[src/rtl/core/bhx_pkg.sv]
// Shared types and constants for the backslash-x hex escape decoder.
// No dependencies; imported by the other files in rtl/core except bhx_if.
package bhx_pkg;

	// Result kinds.
	localparam logic [1:0] KIND_DATA = 2'd0;
	localparam logic [1:0] KIND_OK   = 2'd1;
	localparam logic [1:0] KIND_ERR  = 2'd2;

	// Decoder phases.
	localparam logic [2:0] PH_NORMAL  = 3'd0;
	localparam logic [2:0] PH_ESC     = 3'd1;
	localparam logic [2:0] PH_HIGH    = 3'd2;
	localparam logic [2:0] PH_LOW     = 3'd3;
	localparam logic [2:0] PH_DISCARD = 3'd4;

	// Characters.
	localparam logic [7:0] CH_NUL    = 8'h00;
	localparam logic [7:0] CH_SPACE  = 8'h20;
	localparam logic [7:0] CH_DEL    = 8'h7F;
	localparam logic [7:0] CH_BSLASH = 8'h5C;
	localparam logic [7:0] CH_X      = 8'h78;

	// Register map.
	localparam int          PADDR_W     = 3;
	localparam logic [15:0] CAP_RESET   = 16'd256;

	// Decoder state kept between words.
	typedef struct packed {
		logic [2:0] phase;
		logic [3:0] high_nibble;
	} bhx_state_t;

	// One result word as it leaves the decoder.
	typedef struct packed {
		logic        emit;
		logic [1:0]  kind;
		logic [7:0]  out_byte;
		logic [15:0] written_count;
	} bhx_result_t;

	// {valid, value} of an ASCII hex digit, either case.
	function automatic logic [4:0] hex_digit(input logic [7:0] c);
		logic [7:0] d;
		d = 8'h00;
		priority if (c >= 8'h30 && c <= 8'h39) begin
			d = c - 8'h30;
			return {1'b1, d[3:0]};
		end else if (c >= 8'h41 && c <= 8'h46) begin
			d = c - 8'h37;
			return {1'b1, d[3:0]};
		end else if (c >= 8'h61 && c <= 8'h66) begin
			d = c - 8'h57;
			return {1'b1, d[3:0]};
		end else begin
			return 5'd0;
		end
	endfunction

endpackage

[src/rtl/core/bhx_if.sv]
// Valid/ready channel interfaces for source words and result words.
// Depends on nothing; follows bhx_pkg in compile order.
interface bhx_in_if;
	logic       valid;
	logic       ready;
	logic [7:0] in_byte;
	modport source (output valid, output in_byte, input ready);
	modport sink   (input valid, input in_byte, output ready);
endinterface

interface bhx_out_if;
	logic        valid;
	logic        ready;
	logic [1:0]  kind;
	logic [7:0]  out_byte;
	logic [15:0] written_count;
	modport source (output valid, output kind, output out_byte, output written_count,
		input ready);
	modport sink   (input valid, input kind, input out_byte, input written_count,
		output ready);
endinterface

[src/rtl/core/bhx_decode.sv]
// Next-state and result decode for one source byte.
// Depends on bhx_pkg.
module bhx_decode #(
	parameter int COUNT_BITS = 16
) (
	input  bhx_pkg::bhx_state_t  cur,
	input  logic [COUNT_BITS-1:0] count,
	input  logic [7:0]           byte_in,
	input  logic [15:0]          capacity,
	output bhx_pkg::bhx_state_t  nxt,
	output logic [COUNT_BITS-1:0] count_nxt,
	output bhx_pkg::bhx_result_t res
);
	import bhx_pkg::*;

	localparam int LW = (COUNT_BITS > 16) ? COUNT_BITS : 16;

	logic [15:0]           limit;
	logic                  full;
	logic [COUNT_BITS-1:0] count_inc;
	logic [COUNT_BITS-1:0] res_count;
	logic [COUNT_BITS+15:0] res_count_ext;
	logic [4:0]            hex;
	logic                  printable;

	assign limit     = (capacity == 16'd0) ? 16'd0 : capacity - 16'd1;
	assign full      = (LW'(count) >= LW'(limit)) || (count == '1);
	assign count_inc = count + {{(COUNT_BITS-1){1'b0}}, 1'b1};
	assign hex       = hex_digit(byte_in);
	assign printable = (byte_in >= CH_SPACE) && (byte_in < CH_DEL);

	always_comb begin
		nxt          = cur;
		count_nxt    = count;
		res.emit     = 1'b0;
		res.kind     = KIND_DATA;
		res.out_byte = 8'd0;
		res_count    = count;

		unique case (cur.phase)
			PH_NORMAL: begin
				priority if (byte_in == CH_NUL) begin
					res.emit  = 1'b1;
					res.kind  = KIND_OK;
					count_nxt = '0;
					nxt.high_nibble = 4'd0;
				end else if (full || (byte_in != CH_BSLASH && !printable)) begin
					res.emit  = 1'b1;
					res.kind  = KIND_ERR;
					count_nxt = '0;
					nxt.high_nibble = 4'd0;
					nxt.phase = PH_DISCARD;
				end else if (byte_in == CH_BSLASH) begin
					nxt.phase = PH_ESC;
				end else begin
					res.emit     = 1'b1;
					res.out_byte = byte_in;
					res_count    = count_inc;
					count_nxt    = count_inc;
				end
			end
			PH_ESC: begin
				priority if (byte_in == CH_BSLASH) begin
					res.emit     = 1'b1;
					res.out_byte = CH_BSLASH;
					res_count    = count_inc;
					count_nxt    = count_inc;
					nxt.phase    = PH_NORMAL;
				end else if (byte_in == CH_X) begin
					nxt.phase = PH_HIGH;
				end else begin
					res.emit  = 1'b1;
					res.kind  = KIND_ERR;
					count_nxt = '0;
					nxt.high_nibble = 4'd0;
					nxt.phase = (byte_in == CH_NUL) ? PH_NORMAL : PH_DISCARD;
				end
			end
			PH_HIGH, PH_LOW: begin
				priority if (hex[4]) begin
					if (cur.phase == PH_HIGH) begin
						nxt.high_nibble = hex[3:0];
						nxt.phase       = PH_LOW;
					end else begin
						res.emit     = 1'b1;
						res.out_byte = {cur.high_nibble, hex[3:0]};
						res_count    = count_inc;
						count_nxt    = count_inc;
						nxt.high_nibble = 4'd0;
						nxt.phase    = PH_NORMAL;
					end
				end else begin
					// terminator here ends the string, anything else starts discarding
					res.emit  = 1'b1;
					res.kind  = KIND_ERR;
					count_nxt = '0;
					nxt.high_nibble = 4'd0;
					nxt.phase = (byte_in == CH_NUL) ? PH_NORMAL : PH_DISCARD;
				end
			end
			default: begin
				if (byte_in == CH_NUL) begin
					nxt.phase       = PH_NORMAL;
					nxt.high_nibble = 4'd0;
					count_nxt       = '0;
				end else begin
					nxt.phase = PH_DISCARD;
				end
			end
		endcase

		res_count_ext     = {16'd0, res_count};
		res.written_count = res_count_ext[15:0];
	end

endmodule

[src/rtl/core/backslash_hex_escape_decoder_core.sv]
// Backslash-x hex escape decoder core: an accepted word passes the input register, then the result register.
// Throughput one source word per cycle: input register, one decode pass, result register.
// A result register that is still waiting stalls the input register, nothing else.
// Reset (arst_n low, asynchronous) clears valids, phase, nibble and count;
// out_capacity returns to 256. Depends on bhx_pkg, bhx_if and bhx_decode.
module backslash_hex_escape_decoder_core #(
	parameter int COUNT_BITS = 16
) (
	input  logic                       clk,
	input  logic                       arst_n,
	bhx_in_if.sink                     item_in,
	bhx_out_if.source                  result_out,
	input  logic                       psel,
	input  logic                       penable,
	input  logic                       pwrite,
	input  logic [bhx_pkg::PADDR_W-1:0] paddr,
	input  logic [31:0]                pwdata,
	output logic [31:0]                prdata,
	output logic                       pready
);
	import bhx_pkg::*;

	// ---------------------------------------------------------------
	// Configuration: one register, out_capacity, at byte address 0.
	// Bit 2 of paddr selects the word; low bits are byte lanes.
	// ---------------------------------------------------------------
	logic [15:0] capacity_q;
	logic        cfg_wr;

	assign pready = 1'b1;
	assign cfg_wr = psel && penable && pwrite && pready;
	assign prdata = (paddr[2] == 1'b0) ? {16'd0, capacity_q} : 32'd0;

	always_ff @(posedge clk or negedge arst_n) begin
		if (!arst_n) begin
			capacity_q <= CAP_RESET;
		end else if (cfg_wr && paddr[2] == 1'b0) begin
			capacity_q <= pwdata[15:0];
		end
	end

	// ---------------------------------------------------------------
	// Stage 1: input register for the source word.
	// ---------------------------------------------------------------
	logic       valid_s1;
	logic [7:0] byte_s1;
	logic       advance;
	logic       out_valid_q;

	// The stage-1 word moves on whenever the result register is free or
	// is being emptied this cycle, even if the word makes no result.
	assign advance       = valid_s1 && (!out_valid_q || result_out.ready);
	assign item_in.ready = !valid_s1 || advance;

	always_ff @(posedge clk or negedge arst_n) begin
		if (!arst_n) begin
			valid_s1 <= 1'b0;
		end else if (item_in.ready) begin
			valid_s1 <= item_in.valid;
		end
	end

	always_ff @(posedge clk) begin
		if (item_in.valid && item_in.ready) begin
			byte_s1 <= item_in.in_byte;
		end
	end

	// ---------------------------------------------------------------
	// Decoder state: phase, pending high nibble, bytes written so far.
	// Updated only when the stage-1 word is consumed.
	// ---------------------------------------------------------------
	bhx_state_t            state_q;
	bhx_state_t            state_nxt;
	logic [COUNT_BITS-1:0] count_q;
	logic [COUNT_BITS-1:0] count_nxt;
	bhx_result_t           res;

	bhx_decode #(
		.COUNT_BITS (COUNT_BITS)
	) u_decode (
		.cur       (state_q),
		.count     (count_q),
		.byte_in   (byte_s1),
		.capacity  (capacity_q),
		.nxt       (state_nxt),
		.count_nxt (count_nxt),
		.res       (res)
	);

	always_ff @(posedge clk or negedge arst_n) begin
		if (!arst_n) begin
			state_q.phase       <= PH_NORMAL;
			state_q.high_nibble <= 4'd0;
			count_q             <= '0;
		end else if (advance) begin
			state_q <= state_nxt;
			count_q <= count_nxt;
		end
	end

	// ---------------------------------------------------------------
	// Result register: holds one word until the sink takes it.
	// ---------------------------------------------------------------
	logic [1:0]  kind_q;
	logic [7:0]  out_byte_q;
	logic [15:0] written_count_q;

	always_ff @(posedge clk or negedge arst_n) begin
		if (!arst_n) begin
			out_valid_q <= 1'b0;
		end else if (advance && res.emit) begin
			out_valid_q <= 1'b1;
		end else if (result_out.ready) begin
			out_valid_q <= 1'b0;
		end
	end

	always_ff @(posedge clk) begin
		if (advance && res.emit) begin
			kind_q          <= res.kind;
			out_byte_q      <= res.out_byte;
			written_count_q <= res.written_count;
		end
	end

	assign result_out.valid         = out_valid_q;
	assign result_out.kind          = kind_q;
	assign result_out.out_byte      = out_byte_q;
	assign result_out.written_count = written_count_q;

endmodule

[src/flat_wrapper.sv]
// flat-port wrapper written by rule: the top's interface ports become plain ports
module backslash_hex_escape_decoder_core_flat import bhx_pkg::*;
#(
	parameter int COUNT_BITS = 16
)
  (clk, arst_n, psel, penable, pwrite, paddr, pwdata, prdata, pready, item_in_valid, item_in_in_byte, item_in_ready, result_out_valid, result_out_kind, result_out_out_byte, result_out_written_count, result_out_ready);
  bhx_in_if item_in_i ();
  bhx_out_if result_out_i ();
  input  logic clk;
  input  logic arst_n;
  input  logic psel;
  input  logic penable;
  input  logic pwrite;
  input  logic [bhx_pkg::PADDR_W-1:0] paddr;
  input  logic [31:0] pwdata;
  output logic [31:0] prdata;
  output logic pready;
  input wire logic [$bits(item_in_i.valid)-1:0] item_in_valid;
  input wire logic [$bits(item_in_i.in_byte)-1:0] item_in_in_byte;
  output wire logic [$bits(item_in_i.ready)-1:0] item_in_ready;
  output wire logic [$bits(result_out_i.valid)-1:0] result_out_valid;
  output wire logic [$bits(result_out_i.kind)-1:0] result_out_kind;
  output wire logic [$bits(result_out_i.out_byte)-1:0] result_out_out_byte;
  output wire logic [$bits(result_out_i.written_count)-1:0] result_out_written_count;
  input wire logic [$bits(result_out_i.ready)-1:0] result_out_ready;
  assign item_in_i.valid = item_in_valid;
  assign item_in_i.in_byte = item_in_in_byte;
  assign item_in_ready = item_in_i.ready;
  assign result_out_valid = result_out_i.valid;
  assign result_out_kind = result_out_i.kind;
  assign result_out_out_byte = result_out_i.out_byte;
  assign result_out_written_count = result_out_i.written_count;
  assign result_out_i.ready = result_out_ready;
  backslash_hex_escape_decoder_core #(.COUNT_BITS(COUNT_BITS)) u_core (.clk(clk), .arst_n(arst_n), .item_in(item_in_i), .result_out(result_out_i), .psel(psel), .penable(penable), .pwrite(pwrite), .paddr(paddr), .pwdata(pwdata), .prdata(prdata), .pready(pready));
endmodule
[config.mk]
export PLATFORM = sky130hd
export DESIGN_NAME = backslash_hex_escape_decoder_core_flat
export DESIGN_NICKNAME = d
export VERILOG_FILES = /design/src/rtl/core/bhx_pkg.sv /design/src/rtl/core/bhx_if.sv /design/src/rtl/core/bhx_decode.sv /design/src/rtl/core/backslash_hex_escape_decoder_core.sv /design/src/flat_wrapper.sv
export SDC_FILE = /design/constraint.sdc
export NUM_CORES = 1
export LEC_CHECK = 0
export BUFFER_PORTS_ARGS = -buffer_cell sky130_fd_sc_hd__buf_2
export CORE_MARGIN = 1
export CORE_UTILIZATION = 50
export CTS_CLUSTER_SIZE = 40
export DETAILED_ROUTE_END_ITERATION = 12
export MAX_ROUTING_LAYER = met4
export PLACE_DENSITY = 0.74
export SYNTH_ARGS = -nofsm -noshare
export SYNTH_HDL_FRONTEND = slang
export SYNTH_SLANG_ARGS = --single-unit
[constraint.sdc]
create_clock -name clk -period 13.7 [get_ports clk]
set_input_delay 2.74 -clock clk [delete_from_list [all_inputs] [get_ports clk]]
set_output_delay 2.74 -clock clk [all_outputs]
set_load 0.05 [all_outputs]
## Word-level counts from Yosys, hierarchy flattened

Cells that the tools add are included.

- Output and inout bits: 61
- Bits in latches: 0
- Memories kept: 0
- Bits in registers: 75
- ROM bits: 0
- RAM bits: 0
- Input port bits: 50

- Multiply operators: 0
- Shift-type cells: 0
- Add/sub/neg operators: 5
- Reduce and logical (&&, ||, !) cells: 27
- Multiplexer cells: 52
- Bitwise gates (word level): 1
- Div/mod/pow operators: 0
- Eq/ne operators: 13
- Order comparisons: 9

Operator list:

| operator | number |
|---|---|
| 2-to-1 mux 16 bit | 14 |
| one-hot mux 16 bit (3 select lines) | 2 |
| 2-to-1 mux 8 bit | 5 |
| one-hot mux 11 bit (3 select lines) | 1 |
| 2-to-1 mux 3 bit | 8 |
| one-hot mux 7 bit (3 select lines) | 1 |
| 2-to-1 mux 4 bit | 5 |
| adder 16 x 1 -> 16 bit, second input constant | 1 |
| equality test 16 bit, second input constant | 1 |
| equality test 8 x 7 -> 1 bit, second input constant | 2 |
| greater-or-equal comparator 16 bit | 1 |
| greater-or-equal comparator 8 x 6 -> 1 bit, second input constant | 2 |
| greater-or-equal comparator 8 x 7 -> 1 bit, second input constant | 2 |
| <= comparator 8 x 7 -> 1 bit, second input constant | 2 |
| logical NOT 16 bit | 1 |
| subtractor 16 x 1 -> 16 bit, second input constant | 1 |
| 2-to-1 mux 5 bit | 3 |
| 2-to-1 mux 7 bit | 2 |
| logical AND 1 bit | 11 |
| inequality test 3 bit, second input constant | 3 |
| <= comparator 8 x 6 -> 1 bit, second input constant | 1 |
| logical NOT 8 bit | 1 |
| < comparator 8 x 7 -> 1 bit, second input constant | 1 |
| inequality test 8 x 7 -> 1 bit, second input constant | 1 |
| 17 further kinds | 35 |

## Logic depth before layout (Yosys ltp)

- Depth after elaboration: 10
- Gate-level depth with buffers: 16

## Hierarchy

From an unflattened synthesis, not the netlist that was laid out.

- Cell total of the unflattened synthesis: 573
- Area total of the unflattened synthesis: 5,415.2 µm²

Modules (own cells, without submodules):

| module | area an instance (µm²) | instances | cells an instance | sequential area each (µm²) |
|---|---|---|---|---|
| backslash_hex_escape_decoder_core | 2,867.8 | 1 | 163 | 2,048.2 |
| bhx_decode | 2,547.4 | 1 | 410 | 0.0 |

## Worst setup path before layout

OpenSTA, ideal clock, no wires.

- Kind: input-to-output
- Start point: input port paddr[2] (netlist name)
- End point: output port prdata[10]
- Required time: 10,960 ps
- Arrival: 3,636 ps
- Path buffers: 1
- Path slack: 7,324 ps
- Stages: 2
- Cell sequence: clkbuf_1 -> nor2b_1

- Longest elaborated chain between the ends: 1

RTL lines:

| what | line | source |
|---|---|---|
| from (decl) | flat_wrapper.sv:14 | `input logic [bhx_pkg::PADDR_W-1:0] paddr;` |
| 2-to-1 mux 16 bit | backslash_hex_escape_decoder_core.sv:32 | `assign prdata = (paddr[2] == 1'b0) ? {16'd0, capacity_q} : 32'd0;` |
| to (decl) | flat_wrapper.sv:16 | `output logic [31:0] prdata;` |

No other way between the ends.

## Worst setup path after layout

- Start point: input port paddr[2] (netlist name)
- End point: output port prdata[15]

Same word-level chain as after synthesis.

==> metrics <==
Die Y=103 um; Crit path required time=10.96 ns; Finished Core Util=0.574; Slowest-stage cell, CP=buf_2; Mapped Area=0.00506 sq mm; Post-synth EDFFs=34; Starting Density=0.517; Final nets=662; Yosys reg bits=75; post-cts hold buffer count=0; initial antenna violation count=0; via count=4356; RSZ-0062 raised after global routing=no; Max IR drop VDD=0.0000694 V; min Tclk post-route=6.08 ns; top post-synthesis cells by area=edfxtp_1 20%, dfrtp_1 20%, ha_1 5.9%, mux2_2 4.7%, nand2_1 4.7%; Antenna Nets Post-Route=0; final setup fails=0; Yosys top cell area share=0.202; number of global-route vias before repair=4038; Min Hold Slack=0.501 ns; H-tree levels=3; drt pass-1 iters=5; Max Clk Rate=0.164 GHz; Post-CTS Setup Inserts=0; total CTS buffers=9; DR WL/cell=16.9 um; Clock Skew=0.00818 ns; worst setup margin=7.62 ns; layout cells sized above 1=0.233; Max-Cap Viols=0; largest net degree at the start of global routing=42; cell row count=36; core footprint=0.00977 sq mm; clk slew on worst S/H paths=0.07 ns; Post-Syn Instances=524; Die X=103 um; critical path fanouts, max=17; HP Class=reg2reg; routed vias/inst=6.00; area growth from synthesis to layout=11.0%; Place WS=7.62 ns; Worst Path Buf+Inv=2; first-pass GRT wire length=20200 um; IO Count=111; global route overflow=0; Worst setup EP type=output port; drc violations=0; Worst-Margin Slew=1.08 ns; initial drt markers=302; CTS sink cnt=75; synth warn=0; PortBufs=75; type of origin of the critical path=input port; Final Wtd Congestion=0.921; CTS Buffer Depth=2; Hold Vio Cnt, Final=0; Async S/R FF share, synth=0.547; Clock Tree Root=clkbuf_8; sequential fraction of the synthesis area=0.405; Critical Path Max Stage Delay=0.27 ns; crit-path cells=buf_2 > nor2b_1 > buf_2; status=completed; final worst-path cycle share=0.444; LEAKAGE=2.41 nW; Avg Inst Size Synth=9.65 sq um; Tot GR Track Use=0.261; die area=0.0105 sq mm; worst-skew pair later-pin latency=0.36 ns; Crit Path Category=in2out; TritonCTS clock tree=yes; number of fill cells=866; pwr dens=134 mW/mm^2; Worst path most repeated cell=buf_2; Worst EP arrival=3.34 ns; area leader, netlist=edfxtp_1; Final HPWL DP=8730 um; Netlist cell types=73; Final TNS setup=0 ns; diodes inserted=0; Slew Viols, Final=0; post_cts resized=0; Top Family by Delay on Critical Path=buffers and inverters; final WL=12200 um; Design Power=0.753 mW; Slew Limit Headroom=0.278; dominant synthesized flop cell=dfrtp_1
[registers in the layout, indices dropped and copies added (netlist names)]
register and flops:
u_core.capacity_q 16, u_core.count_q 16, u_core.result_out.written_count 16, u_core.byte_s1 8, u_core.result_out.out_byte 8, u_core.state_q 7
u_core.result_out.kind 2, u_core.result_out.valid 1, u_core.valid_s1 1
[final timing paths]
path                                                                 to                             start  cells after the start  slack (ns)
max reg2reg                u_core.result_out.written_count[0]$_DFFE_PP_  u_core.capacity_q[7]$_DFFE_PN0P_                     13        7.80
max in group asynchronous                 u_core.count_q[3]$_DFFE_PN0P_                            arst_n                      1       10.55
min                                       u_core.state_q[3]$_DFFE_PN0P_     u_core.state_q[3]$_DFFE_PN0P_                      1        0.50
min in group asynchronous                u_core.count_q[15]$_DFFE_PN0P_                            arst_n                      1        2.54
min reg2reg                               u_core.state_q[3]$_DFFE_PN0P_     u_core.state_q[3]$_DFFE_PN0P_                      1        0.50
max                                                          prdata[15]                          paddr[2]                      3        7.62
[layer usage]
layer | GRT usage | part of all wire | vias to the layer above
met2 | 0.417 | 0.46 | 222
met4 | 0.105 | 0.021 | 0
li1 | - | - | 2025
met3 | 0.0468 | 0.084 | 30
met1 | 0.327 | 0.44 | 2079
met5 | - | 0 | -
[per-stage QoR]
stage          area (sq um)  instances
2_1_floorplan          5110        539
5_1_grt                5610        726
4_1_cts                5610        726
6_report               5610        726
3_3_place_gp           5420        710
3_5_place_dp           5420        710
[final cells by class]
class | count | area, sq um | area share
well taps | 133 | 166 | 0.0296
clock buffers | 11 | 141 | 0.0252
repair buffers | 78 | 398 | 0.0709
clock inverters | 5 | 52.6 | 0.00936
multi-input cells | 409 | 2750 | 0.490
flip-flops and latches | 75 | 2050 | 0.365
inverters | 15 | 56.3 | 0.0100
[worst reg2reg max path, stage by stage (launching register included)]
cell and delay [ns]:
dfrtp_1 0.45, or4_1 0.57, or3_1 0.39, nor4_1 0.30, nand4b_1 0.53, and2_1 0.37
ha_1 0.26, nand2b_1 0.14, a2111oi_0 0.50, or4_1 0.23, nand4_2 0.59, o41ai_1 0.84
a31oi_1 0.18, a211o_1 0.30
[where the power goes]
group	internal, mW	switching (mW)	total (mW)
registers	0.272	0.0452	0.317
logic	0.0880	0.174	0.262
clock network	0.0883	0.0851	0.173
[cells in the mapped netlist, types with 6 or more instances]
cell type,number
edfxtp_1,34
a21oi_1,26
xor2_1,13
dfrtp_1,40
a21o_1,6
nor2_1,40
nand2_1,63
nor3_1,9
xnor2_1,8
o21ai_0,30
ha_1,24
nand4_1,6
buf_4,18
o31ai_1,6
buf_2,8
nand2b_1,7
nor2b_1,15
clkbuf_1,9
inv_1,14
a22o_1,6
mux2_2,21
and4_1,6
nand3_1,14
[cell usage in the layout (no fill, tap or decap), types with 15 or more instances in the layout]
master	n
nor2_1	39
o21ai_0	30
a21oi_1	26
conb_1	17
nor2b_1	15
edfxtp_1	34
nand2_1	63
dfrtp_1	40
ha_1	24
buf_2	75
mux2_2	21
[cell families after synthesis]
group | count (synthesis) | share of synthesized area
DFF | 75 | 0.405
adders and majority gates | 24 | 0.0594
AOI/OAI and AO/OA | 129 | 0.187
buffers and inverters | 55 | 0.0624
xor gates and xnor gates | 21 | 0.0364
muxes | 22 | 0.0488
other | 2 | 0.00149
and+or+nand+nor | 196 | 0.200
(Power assumes the default switching activity.)
